===== src/rtl/core/slcd_pkg.sv =====
// ----------------------------------------------------------------------------
// slcd_pkg
// Shared types and constants for the sync / length / checksum deframer.
// ----------------------------------------------------------------------------
package slcd_pkg;

  // largest payload the buffer holds
  localparam int unsigned MaxPayload = 64;

  // field widths
  localparam int unsigned ByteW = 8;
  localparam int unsigned LenW  = 7;
  localparam int unsigned AddrW = (MaxPayload > 1) ? $clog2(MaxPayload) : 1;

  // framing constants
  localparam logic [ByteW-1:0] SyncByte = 8'hAA;
  localparam logic [ByteW-1:0] ZeroByte = 8'h00;

  // sequencer states
  typedef enum logic [2:0] {
    ST_HUNT,
    ST_LEN_HI,
    ST_LEN_LO,
    ST_DATA,
    ST_READ,
    ST_LOAD,
    ST_EMPTY
  } slcd_state_e;

  // request from the sequencer to load the output register
  typedef struct packed {
    logic            load;
    logic            present;
    logic            last;
    logic [LenW-1:0] length;
  } slcd_load_t;

endpackage


===== src/rtl/core/slcd_ram.sv =====
// ----------------------------------------------------------------------------
// slcd_ram
// Generic single-port-write, single-port-read RAM with registered read data.
// ----------------------------------------------------------------------------
module slcd_ram #(
  parameter int unsigned Width = 8,
  parameter int unsigned Depth = 64
) (
  input  logic                                        clk_i,
  input  logic                                        we_i,
  input  logic [((Depth > 1) ? $clog2(Depth) : 1)-1:0] waddr_i,
  input  logic [Width-1:0]                            wdata_i,
  input  logic [((Depth > 1) ? $clog2(Depth) : 1)-1:0] raddr_i,
  output logic [Width-1:0]                            rdata_o
);

  logic [Width-1:0] mem_q [Depth];
  logic [Width-1:0] rdata_q;

  // write port
  always_ff @(posedge clk_i) begin
    if (we_i) begin
      mem_q[waddr_i] <= wdata_i;
    end
  end

  // registered read port
  always_ff @(posedge clk_i) begin
    rdata_q <= mem_q[raddr_i];
  end

  assign rdata_o = rdata_q;

endmodule


===== src/rtl/core/slcd_ctrl.sv =====
// ----------------------------------------------------------------------------
// slcd_ctrl
// Frame sequencer: parses sync, length and payload bytes with one shared
// 8-bit adder for the running sum and the checksum test, writes the payload
// buffer, and steps through the buffer to read out a verified frame.
// ----------------------------------------------------------------------------
module slcd_ctrl (
  input  logic                         clk_i,
  input  logic                         rst_ni,
  input  logic                         in_valid_i,
  output logic                         in_ready_o,
  input  logic [slcd_pkg::ByteW-1:0]   rx_byte_i,
  input  logic                         out_free_i,
  output logic                         ram_we_o,
  output logic [slcd_pkg::AddrW-1:0]   ram_waddr_o,
  output logic [slcd_pkg::AddrW-1:0]   ram_raddr_o,
  output slcd_pkg::slcd_load_t         load_o
);

  import slcd_pkg::*;

  slcd_state_e      state_q, state_d;
  logic [LenW-1:0]  exp_q, exp_d;
  logic [LenW-1:0]  fill_q, fill_d;
  logic [ByteW-1:0] sum_q, sum_d;

  logic             in_beat;
  logic [ByteW-1:0] sum_plus;
  logic [LenW-1:0]  fill_inc;
  logic             read_last;

  // shared adder: accumulation and checksum test (sum + byte wraps to zero)
  assign sum_plus  = sum_q + rx_byte_i;
  assign fill_inc  = fill_q + LenW'(1);
  assign read_last = (fill_inc == exp_q);
  assign in_beat   = in_valid_i && in_ready_o;

  // state and counters
  always_ff @(posedge clk_i or negedge rst_ni) begin
    if (!rst_ni) begin
      state_q <= ST_HUNT;
      exp_q   <= '0;
      fill_q  <= '0;
      sum_q   <= '0;
    end else begin
      state_q <= state_d;
      exp_q   <= exp_d;
      fill_q  <= fill_d;
      sum_q   <= sum_d;
    end
  end

  // next state and outputs
  always_comb begin
    state_d        = state_q;
    exp_d          = exp_q;
    fill_d         = fill_q;
    sum_d          = sum_q;
    in_ready_o     = 1'b0;
    ram_we_o       = 1'b0;
    ram_waddr_o    = fill_q[AddrW-1:0];
    ram_raddr_o    = fill_q[AddrW-1:0];
    load_o.load    = 1'b0;
    load_o.present = 1'b0;
    load_o.last    = 1'b0;
    load_o.length  = exp_q;

    unique case (state_q)
      ST_HUNT: begin
        in_ready_o = 1'b1;
        if (in_beat && (rx_byte_i == SyncByte)) begin
          state_d = ST_LEN_HI;
          exp_d   = '0;
          fill_d  = '0;
          sum_d   = '0;
        end
      end
      ST_LEN_HI: begin
        in_ready_o = 1'b1;
        if (in_beat) begin
          sum_d   = sum_plus;
          state_d = (rx_byte_i != ZeroByte) ? ST_HUNT : ST_LEN_LO;
        end
      end
      ST_LEN_LO: begin
        in_ready_o = 1'b1;
        if (in_beat) begin
          sum_d  = sum_plus;
          fill_d = '0;
          if (rx_byte_i > ByteW'(MaxPayload)) begin
            state_d = ST_HUNT;
          end else begin
            exp_d   = rx_byte_i[LenW-1:0];
            state_d = ST_DATA;
          end
        end
      end
      ST_DATA: begin
        in_ready_o = 1'b1;
        if (in_beat) begin
          if (fill_q < exp_q) begin
            // payload byte into the buffer
            ram_we_o = 1'b1;
            fill_d   = fill_inc;
            sum_d    = sum_plus;
          end else if (sum_plus == ZeroByte) begin
            // checksum good
            fill_d  = '0;
            state_d = (exp_q == '0) ? ST_EMPTY : ST_READ;
          end else begin
            state_d = ST_HUNT;
          end
        end
      end
      ST_READ: begin
        state_d = ST_LOAD;
      end
      ST_LOAD: begin
        if (out_free_i) begin
          load_o.load    = 1'b1;
          load_o.present = 1'b1;
          load_o.last    = read_last;
          fill_d         = fill_inc;
          state_d        = read_last ? ST_HUNT : ST_READ;
        end
      end
      ST_EMPTY: begin
        if (out_free_i) begin
          load_o.load    = 1'b1;
          load_o.last    = 1'b1;
          state_d        = ST_HUNT;
        end
      end
      default: begin
        state_d = ST_HUNT;
      end
    endcase
  end

`ifndef ASSERT_OFF
  // input is never taken while a result is being loaded
  a_no_overlap: assert property (@(posedge clk_i) disable iff (!rst_ni)
    !(in_ready_o && load_o.load))
    else $error("input accepted during readout");

  // buffer fill never runs past the frame length
  a_fill_bound: assert property (@(posedge clk_i) disable iff (!rst_ni)
    (state_q == ST_DATA) |-> (fill_q <= exp_q))
    else $error("fill count beyond frame length");

  // frame length stays within the buffer
  a_len_bound: assert property (@(posedge clk_i) disable iff (!rst_ni)
    exp_q <= LenW'(MaxPayload))
    else $error("frame length beyond buffer size");

  // an empty-frame result carries no byte and is the last one
  a_empty_res: assert property (@(posedge clk_i) disable iff (!rst_ni)
    (load_o.load && !load_o.present) |-> (load_o.last && (exp_q == '0)))
    else $error("malformed empty-frame result");
`endif

endmodule


===== src/rtl/core/sync_length_checksum_deframer_core.sv =====
// ----------------------------------------------------------------------------
// sync_length_checksum_deframer_core
// Sync / length / checksum deframer with a buffered payload burst.
// ----------------------------------------------------------------------------
// Received bytes are taken one per cycle while a frame is being parsed
// (sync 0xAA, length high, length low, payload, checksum). After a checksum
// byte that matches, input is held off while the payload is read back out of
// the 64-byte buffer: each result takes a buffer read (ST_READ) and then a
// load into the output register (ST_LOAD), which waits while the output is
// stalled; an empty frame gives one result with no byte (ST_EMPTY).
// The output register lets the next frame start while the last result of the
// previous one still waits to be taken. No clearing pass is needed at reset.
// ----------------------------------------------------------------------------
module sync_length_checksum_deframer_core (
  input  logic                        clk_i,
  input  logic                        rst_ni,
  input  logic                        in_valid_i,
  output logic                        in_ready_o,
  input  logic [slcd_pkg::ByteW-1:0]  rx_byte_i,
  output logic                        out_valid_o,
  input  logic                        out_ready_i,
  output logic [slcd_pkg::ByteW-1:0]  payload_byte_o,
  output logic                        byte_present_o,
  output logic [slcd_pkg::LenW-1:0]   frame_length_o,
  output logic                        last_byte_o
);

  import slcd_pkg::*;

  logic             ram_we;
  logic [AddrW-1:0] ram_waddr;
  logic [AddrW-1:0] ram_raddr;
  logic [ByteW-1:0] ram_rdata;
  slcd_load_t       load;
  logic             out_free;

  logic             out_valid_q;
  logic [ByteW-1:0] byte_q;
  logic             present_q;
  logic [LenW-1:0]  length_q;
  logic             last_q;

  assign out_free = !out_valid_q || out_ready_i;

  // sequencer
  slcd_ctrl u_ctrl (
    .clk_i       (clk_i),
    .rst_ni      (rst_ni),
    .in_valid_i  (in_valid_i),
    .in_ready_o  (in_ready_o),
    .rx_byte_i   (rx_byte_i),
    .out_free_i  (out_free),
    .ram_we_o    (ram_we),
    .ram_waddr_o (ram_waddr),
    .ram_raddr_o (ram_raddr),
    .load_o      (load)
  );

  // payload buffer
  slcd_ram #(
    .Width (ByteW),
    .Depth (MaxPayload)
  ) u_ram (
    .clk_i   (clk_i),
    .we_i    (ram_we),
    .waddr_i (ram_waddr),
    .wdata_i (rx_byte_i),
    .raddr_i (ram_raddr),
    .rdata_o (ram_rdata)
  );

  // output valid
  always_ff @(posedge clk_i or negedge rst_ni) begin
    if (!rst_ni) begin
      out_valid_q <= 1'b0;
    end else if (load.load) begin
      out_valid_q <= 1'b1;
    end else if (out_ready_i) begin
      out_valid_q <= 1'b0;
    end
  end

  // output beat payload
  always_ff @(posedge clk_i) begin
    if (load.load) begin
      byte_q    <= load.present ? ram_rdata : ZeroByte;
      present_q <= load.present;
      length_q  <= load.length;
      last_q    <= load.last;
    end
  end

  assign out_valid_o    = out_valid_q;
  assign payload_byte_o = byte_q;
  assign byte_present_o = present_q;
  assign frame_length_o = length_q;
  assign last_byte_o    = last_q;

endmodule

===== config.mk =====
export PLATFORM = sky130hd
export DESIGN_NAME = sync_length_checksum_deframer_core
export DESIGN_NICKNAME = d
export VERILOG_FILES = /design/src/rtl/core/slcd_pkg.sv /design/src/rtl/core/slcd_ram.sv /design/src/rtl/core/slcd_ctrl.sv /design/src/rtl/core/sync_length_checksum_deframer_core.sv
export SDC_FILE = /design/constraint.sdc
export NUM_CORES = 1
export LEC_CHECK = 0
export BUFFER_PORTS_ARGS = -buffer_cell sky130_fd_sc_hd__clkbuf_2
export CAP_MARGIN = 15
export CORE_ASPECT_RATIO = 0.5
export CORE_MARGIN = 3
export CORE_UTILIZATION = 30
export CTS_BUF_LIST = sky130_fd_sc_hd__clkbuf_2 sky130_fd_sc_hd__clkbuf_4 sky130_fd_sc_hd__clkbuf_8
export CTS_CLUSTER_DIAMETER = 60
export DETAILED_ROUTE_END_ITERATION = 10
export PLACE_DENSITY_LB_ADDON = 0.3
export SYNTH_ARGS = -nofsm -noshare
export SYNTH_HDL_FRONTEND = slang
export SYNTH_SLANG_ARGS = --single-unit
export TNS_END_PERCENT = 10

===== constraint.sdc =====
create_clock -name clk_i -period 4.5 [get_ports clk_i]
set_clock_uncertainty 0.15 [all_clocks]
set_input_delay 0.9 -clock clk_i [delete_from_list [all_inputs] [get_ports clk_i]]
set_output_delay 0.9 -clock clk_i [all_outputs]
set_load 0.02 [all_outputs]

==> summary.md, run 1 <==
| Metric | Value |
|---|---|
| Status | completed |
| Commonest non-fill, non-tap cell in the layout | edfxtp_1 |
| Worst-path clk slew | 0.06 ns |
| Post-CTS Setup Inserts | 0 |
| Ant. Diodes | 0 |
| Tmin final | 3.69 ns |
| R2R cell count | 8 |
| RSZ-0062 raised after global routing | no |
| Mapped Area | 0.0228 mm² |
| Critical R2R Launch | u_ctrl.fill_q[2]$_DFFE_PN0P_ |
| Pwr dens | 523 mW/mm² |
| Die Ht | 201 µm |
| CTS tree | done |
| Slew of the pin with the lowest slew margin | 1.04 ns |
| Wirelength, routed | 64800 µm |
| Worst slew margin | 0.300 |
| WL/cell | 24.9 µm |
| Row Count | 70 |
| Startpoint Class | register |
| FILL cells | 7009 |
| Insertion delay to the later sink of the worst-skew pair | 0.68 ns |
| Final Max Slew Viols | 0 |
| Avg Inst Size Synth | 16.6 µm² |
| Final setup vio count | 0 |
| Top Ports | 31 |
| Die ar. | 0.0797 mm² |
| Initial antenna violation count | 4 |
| Post-route setup slack | 0.808 ns |
| Hpwl dp | 39800 µm |
| Post-synthesis instance total | 1373 |
| Synth warn | 0 |
| WP data arrival | 3.92 ns |
| Routed vias | 13600 |
| Synth Register Bits | 563 |
| Final GP Congestion | 0.827 |
| Most used DFF post-synth | edfxtp_1 |
| Drt first pass iters | 6 |
| Fin. Hold Viols | 0 |
| PortBufs | 30 |
| Critical path data required time | 4.73 ns |
| Post-Syn Nets | 1401 |
| Starting Density | 0.308 |
| Internal reg-to-reg setup slack | 0.81 ns |
| Setup TNS | 0 ns |
| Total grt overflow | 0 |
| First-pass GRT wire length | 94500 µm |
| Fmax | 0.271 GHz |
| DR vias/cell | 5.20 |
| Area Growth Syn to Fin | 16.0% |
| Largest net degree at the start of global routing | 75 |
| Most frequent cells in the layout | edfxtp_1 (529), buf_4 (116), nor2_1 (109) |
| Max Cap Viol | 0 |
| Num CTS Buffers | 87 |
| Chip width | 396 µm |
| Min-delay worst type | primary input to asynchronous set/reset pin |
| Post-layout util | 0.357 |
| Remaining antenna violation count | 0 |
| RR Endpoint | u_ram.mem_q[16][1]$_DFFE_PP_ |
| Final Cycle Share | 0.820 |
| Clk root buf | clkbuf_8 |
| Nets | 1563 |
| Crit path capture | u_ram.mem_q[16][1]$_DFFE_PP_ |
| Crit path kind | register to register |
| CTS Buffer Depth | 3 |
| DRT iter0 DRCs | 1395 |
| CP Capture Type | register |
| Core Box Area | 0.0742 mm² |
| CTS resizes | 0 |
| Vias in the first global route | 13200 |
| Leakage | 8.68 nW |
| Synth async-reset ratio | 0.0462 |
| Gr usage total | 0.161 |
| Worst Path Max Fanout | 19 |
| Worst Setup SP | u_ctrl.fill_q[2]$_DFFE_PN0P_ |
| DRC | 0 |
| Layout cells sized above 1 | 0.247 |
| EDFF count, synth | 529 |
| Post-synth cell types | 73 |
| Post-Place Worst Slack | 0.811 ns |
| Hold-fix buffers, CTS | 0 |
| Seq/Total Area, Yosys | 0.731 |
| Worst VDD drop | 0.304 mV |
| Htree depth | 3 |
| Clock sink count | 563 |
[stage by stage]
step	hold WS, ns	std cells	power, W	area [µm²]
4_1_cts	0.120	2606	0.0139	26500
6_report	0.138	2606	0.0138	26500
2_1_floorplan	0.320	1373	0.00835	22800
3_3_place_gp	0.337	2454	0.00967	24800
3_5_place_dp	0.339	2454	0.00968	24800
5_1_grt	0.163	2606	0.0144	26500
[critical path: stages (launching register included)]
cell and delay [ns]:
dfrtp_4 0.62, ha_1 0.34, o211ai_1 0.16, a21oi_1 0.08, o21ai_1 0.28, and3_1 0.51
nand3_1 0.62, nor2_1 0.43, buf_4 0.22
[registers in the layout (all words and copies together) (netlist names)]
signal          cells
out_valid_o         1
last_byte_o         1
u_ctrl.fill_q       7
byte_present_o      1
u_ctrl.state_q      3
u_ctrl.exp_q        7
u_ram.mem_q       512
payload_byte_o      8
frame_length_o      7
u_ctrl.sum_q        8
u_ram.rdata_o       8
[cell usage after synthesis (7+ instances only)]
cell	n	area share
mux2_2	37	0.018
and2_1	13	0.0036
ha_1	15	0.0082
a221oi_1	64	0.025
a21oi_1	30	0.0066
buf_2	30	0.0066
o22ai_1	26	0.0071
dfrtp_1	26	0.028
inv_1	26	0.0043
nand2_1	57	0.0094
edfxtp_1	529	0.70
nand3_1	24	0.0053
mux4_2	48	0.047
mux2i_1	56	0.025
o21ai_0	38	0.0083
buf_6	7	0.0035
clkbuf_1	24	0.0039
nor2b_1	11	0.0030
a22oi_1	30	0.0099
nor2_1	110	0.018
o221ai_1	8	0.0031
nor3_1	17	0.0037
o211ai_1	12	0.0039
buf_1	8	0.0013
dfxtp_1	8	0.0070
a22o_1	7	0.0027
buf_4	7	0.0023
o21a_1	7	0.0023
[layer usage]
layer | GRT usage | part of all wire | vias up
met5 | 0 | 0 | -
met4 | 0.0448 | 0.023 | 0
met3 | 0.0369 | 0.077 | 101
met2 | 0.236 | 0.44 | 581
met1 | 0.239 | 0.46 | 7052
li1 | - | - | 5830
[power breakdown]
part	switching, W	leakage [nW]	internal [W]	total (W)
clock network	0.00199	0.900	0.00225	0.00425
logic	0.00225	2.63	0.00130	0.00354
registers	0.000182	5.14	0.00588	0.00606
[cell type report]
type / instances / area [µm²] / area share
flip-flops and latches: 563 / 16700 / 0.631
multi-input cells: 706 / 5640 / 0.213
clock buffers: 120 / 1490 / 0.0562
well taps: 1008 / 1260 / 0.0476
inverters: 28 / 105 / 0.00397
repair buffers: 149 / 1080 / 0.0408
clock inverters: 32 / 211 / 0.00798
[worst min-delay path by stage]
stage,to,slack [ns],cells after the start
2_1_floorplan,frame_length_o[0]$_DFFE_PP_,0.32,0
4_1_cts,u_ctrl.sum_q[0]$_DFFE_PN0P_,0.12,1
3_3_place_gp,payload_byte_o[3]$_SDFFCE_PN0P_,0.34,1
3_5_place_dp,payload_byte_o[1]$_SDFFCE_PN0P_,0.34,1
5_1_grt,u_ctrl.sum_q[0]$_DFFE_PN0P_,0.16,1
6_report,u_ctrl.sum_q[0]$_DFFE_PN0P_,0.14,1
[cell families (layout without fill, tap and decap cells)]
family / count (synthesis) / after routing / synth area share
AOI/OAI and AO/OA: 263 / 263 / 0.0847
adders and majority gates: 16 / 16 / 0.00910
muxes: 149 / 149 / 0.0944
and+or+nand+nor: 266 / 266 / 0.0538
DFF: 563 / 563 / 0.731
xor gates and xnor gates: 12 / 12 / 0.00460
buffers and inverters: 104 / 329 / 0.0222
(Power assumes the default switching activity.)
==> inputs of run 2 (changes only) <==
clock period = 3.3 ns   (was 4.5 ns; I/O delays follow)
==> run 2 against run 1 <==
  * Non-clock buffer count is 73 higher
  * Via count is 0.90% higher
  * Fmax is 21% higher
  * First-iteration DRC count is 10% higher
  * Setup slack worse by 0.56 ns
  * Die area stayed put
  * Cell area is 2.3% higher
  * Register-to-register slack worse by 0.56 ns
  * Critical path type unchanged
==> summary.md, run 2 (synthesis gave the netlist of run 1 again) <==
| Metric | Value |
|---|---|
| DRC | 0 (unchanged) |
| Leakage | 9.07 nW (was 8.68 nW) |
| Startpoint Class | register (unchanged) |
| Wirelength, routed | 65600 µm (was 64800 µm) |
| WL met1 | 30500 µm (was 29900 µm) |
| Gr usage total | 0.163 (was 0.161) |
| Die Ht | 201 µm (unchanged) |
| Drt first pass iters | 7 (was 6) |
| DR vias/cell | 5.10 (was 5.20) |
| Post-layout util | 0.366 (was 0.357) |
| Most flops, register | u_ram.mem_q (unchanged) |
| Worst VDD drop | 0.367 mV (was 0.304 mV) |
| Final GP Congestion | 0.838 (was 0.827) |
| RR Endpoint | u_ram.rdata_o[0]$_DFF_P_ (was u_ram.mem_q[16][1]$_DFFE_PP_) |
| Sw Ratio | 0.316 (was 0.319) |
| Max layer used | met4 (unchanged) |
| Min-delay worst type | primary input to register (was primary input to asynchronous set/reset pin) |
| Worst Setup SP | u_ctrl.fill_q[1]$_DFFE_PN0P_ (was u_ctrl.fill_q[2]$_DFFE_PN0P_) |
| Worst slew margin | 0.412 (was 0.300) |
| Starting Density | 0.308 (unchanged) |
| CTS resizes | 0 (unchanged) |
| Fmax | 0.327 GHz (was 0.271 GHz) |
| Htree depth | 3 (unchanged) |
| Largest net degree at the start of global routing | 66 (was 75) |
| Hold_sp | rx_byte_i[7] |
| Insertion delay to the later sink of the worst-skew pair | 0.68 ns (about the same) |
| Die ar. | 0.0797 mm² (unchanged) |
| Total grt overflow | 0 (unchanged) |
| Max Cap Viol | 0 (unchanged) |
| Crit path capture | u_ram.rdata_o[0]$_DFF_P_ (was u_ram.mem_q[16][1]$_DFFE_PP_) |
| Final Max Slew Viols | 0 (unchanged) |
| Fin. Hold Viols | 0 (unchanged) |
| Design area | 0.0271 mm² (was 0.0265 mm²) |
| WL/cell | 24.4 µm (was 24.9 µm) |
| Net Sw Power | 0.00609 W (was 0.00442 W) |
| Chip width | 396 µm (unchanged) |
| Critical path data required time | 3.63 ns (was 4.73 ns) |
| R2R cell count | 8 (unchanged) |
| Tmin final | 3.06 ns (was 3.69 ns) |
| Pwr dens | 710 mW/mm² (was 523 mW/mm²) |
| DRT iter0 DRCs | 1540 (was 1395) |
| Slew of the pin with the lowest slew margin | 0.878 ns (was 1.04 ns) |
| FILL cells | 7092 (was 7009) |
| Nets | 1636 (was 1563) |
| Row Count | 70 (unchanged) |
| Worst Path Max Fanout | 16 (was 19) |
| Layout cells sized above 1 | 0.278 (was 0.247) |
| Num CTS Buffers | 87 (unchanged) |
| Combinational power share | 0.276 (was 0.256) |
| Internal power | 0.0132 W (was 0.00943 W) |
| Initial antenna violation count | 1 (was 4) |
| PortBufs | 30 (unchanged) |
| Routed vias | 13700 (was 13600) |
| Max reg flops | 512 (unchanged) |
| Area Growth Syn to Fin | 18.8% (was 16.0%) |
| Clock sink count | 563 (unchanged) |
| Seq pwr share | 0.425 (was 0.437) |
| DR WL met2 | 29100 µm (was 28400 µm) |
| Clock power frac | 0.299 (was 0.307) |
| Status | completed (unchanged) |
| Most frequent cells in the layout | edfxtp_1 (529), buf_4 (182), nor2_1 (109) (was edfxtp_1 (529), buf_4 (116), nor2_1 (109)) |
| Core Box Area | 0.0742 mm² (unchanged) |
| Critical R2R Launch | u_ctrl.fill_q[1]$_DFFE_PN0P_ (was u_ctrl.fill_q[2]$_DFFE_PN0P_) |
| CP Capture Type | register (unchanged) |
| CTS Buffer Depth | 3 (unchanged) |
| Clk root buf | clkbuf_8 (unchanged) |
| Worst-path clk slew | 0.06 ns (about the same) |
| Vias in the first global route | 13600 (was 13200) |
| Ant. Diodes | 0 (unchanged) |
| Placed Area | 0.0254 mm² (was 0.0248 mm²) |
| Hpwl dp | 41800 µm (was 39800 µm) |
| RSZ-0062 raised after global routing | no (unchanged) |
| CTS tree | done (unchanged) |
| Final Cycle Share | 0.926 (was 0.820) |
| Internal reg-to-reg setup slack | 0.24 ns (was 0.81 ns) |
| WP data arrival | 3.39 ns (was 3.92 ns) |
| Crit path kind | register to register (unchanged) |
| Remaining antenna violation count | 0 (unchanged) |
| WL met3 | 4780 µm (was 4990 µm) |
| Top Ports | 31 (unchanged) |
| Final setup vio count | 0 (unchanged) |
| First-pass GRT wire length | 95700 µm (was 94500 µm) |
| Commonest non-fill, non-tap cell in the layout | edfxtp_1 (unchanged) |
-- run 2: changes by cell type in the layout (fill, tap and decap cells not counted), sizes merged --
cell / delta
buf: +72
dlygate4sd3: +1
clkinv: +9
bufinv: -1
inv: +1
clkinvlp: -2
-- run 2: worst min path at each step --
stage	slack (ns)	end	cells past startpoint
after CTS	0.19	out_valid_o$_DFFE_PN0P_	3
after global routing	0.20	u_ram.mem_q[11][7]$_DFFE_PP_	1
after detailed placement	0.35	payload_byte_o[1]$_SDFFCE_PN0P_	1
after global placement	0.34	payload_byte_o[3]$_SDFFCE_PN0P_	1
after floorplan	0.21	out_valid_o$_DFFE_PN0P_	0
final	0.23	u_ram.mem_q[11][7]$_DFFE_PP_	1
-- run 2: power groups by stage --
stage               clock network, W  logic (W)  registers (W)
global route                 0.00622    0.00567        0.00819
global placement                   0    0.00527        0.00833
CTS                          0.00589    0.00529        0.00818
detailed placement                 0    0.00527        0.00832
finish                       0.00576    0.00531        0.00818
floorplan                          0    0.00313        0.00824
-- run 2: area by class of cell --
class	count	area (µm²)	share of cell area
timing repair buffer	222	1710	0.0629
clock inverter	39	201	0.00743
tap	1008	1260	0.0465
clock buffer	120	1500	0.0551
sequential	563	16700	0.616
multi-input combinational	706	5640	0.208
inverter	28	105	0.00388
-- run 2: worst max-delay path, cell delays in order (launching register included) --
cell and delay [ns]:
dfrtp_4 0.57, buf_12 0.19, and2_1 0.28, buf_12 0.22, a22oi_1 0.19, o21ai_1 0.12, a21oi_1 0.25, o21ai_0 0.18
or4_1 0.68
-- run 2: what timing repair did --
action / CTS / global route
buffers inserted: 0 / 0
endpoints found under the hold margin: 26 / 0
hold buffers: 1 / 0
-- run 2: layer usage --
layer / vias to the layer above / track usage
met2: 500 / 0.243
met4: 0 / 0.0403
met1: 7106 / 0.238
met5: - / 0
met3: 90 / 0.0395
li1: 5990 / -
-- run 2: stage by stage --
step	TNS [ns]	setup slack [ns]	hold slack, ns	total power, W	std cells
global placement	0	0.0318	0.340	0.0136	2526
CTS	0	0.325	0.188	0.0194	2686
detailed placement	0	0.0631	0.350	0.0136	2526
finish	0	0.245	0.229	0.0192	2686
floorplan	-3.46	-0.0140	0.214	0.0114	1373
global route	0	0.156	0.197	0.0201	2686
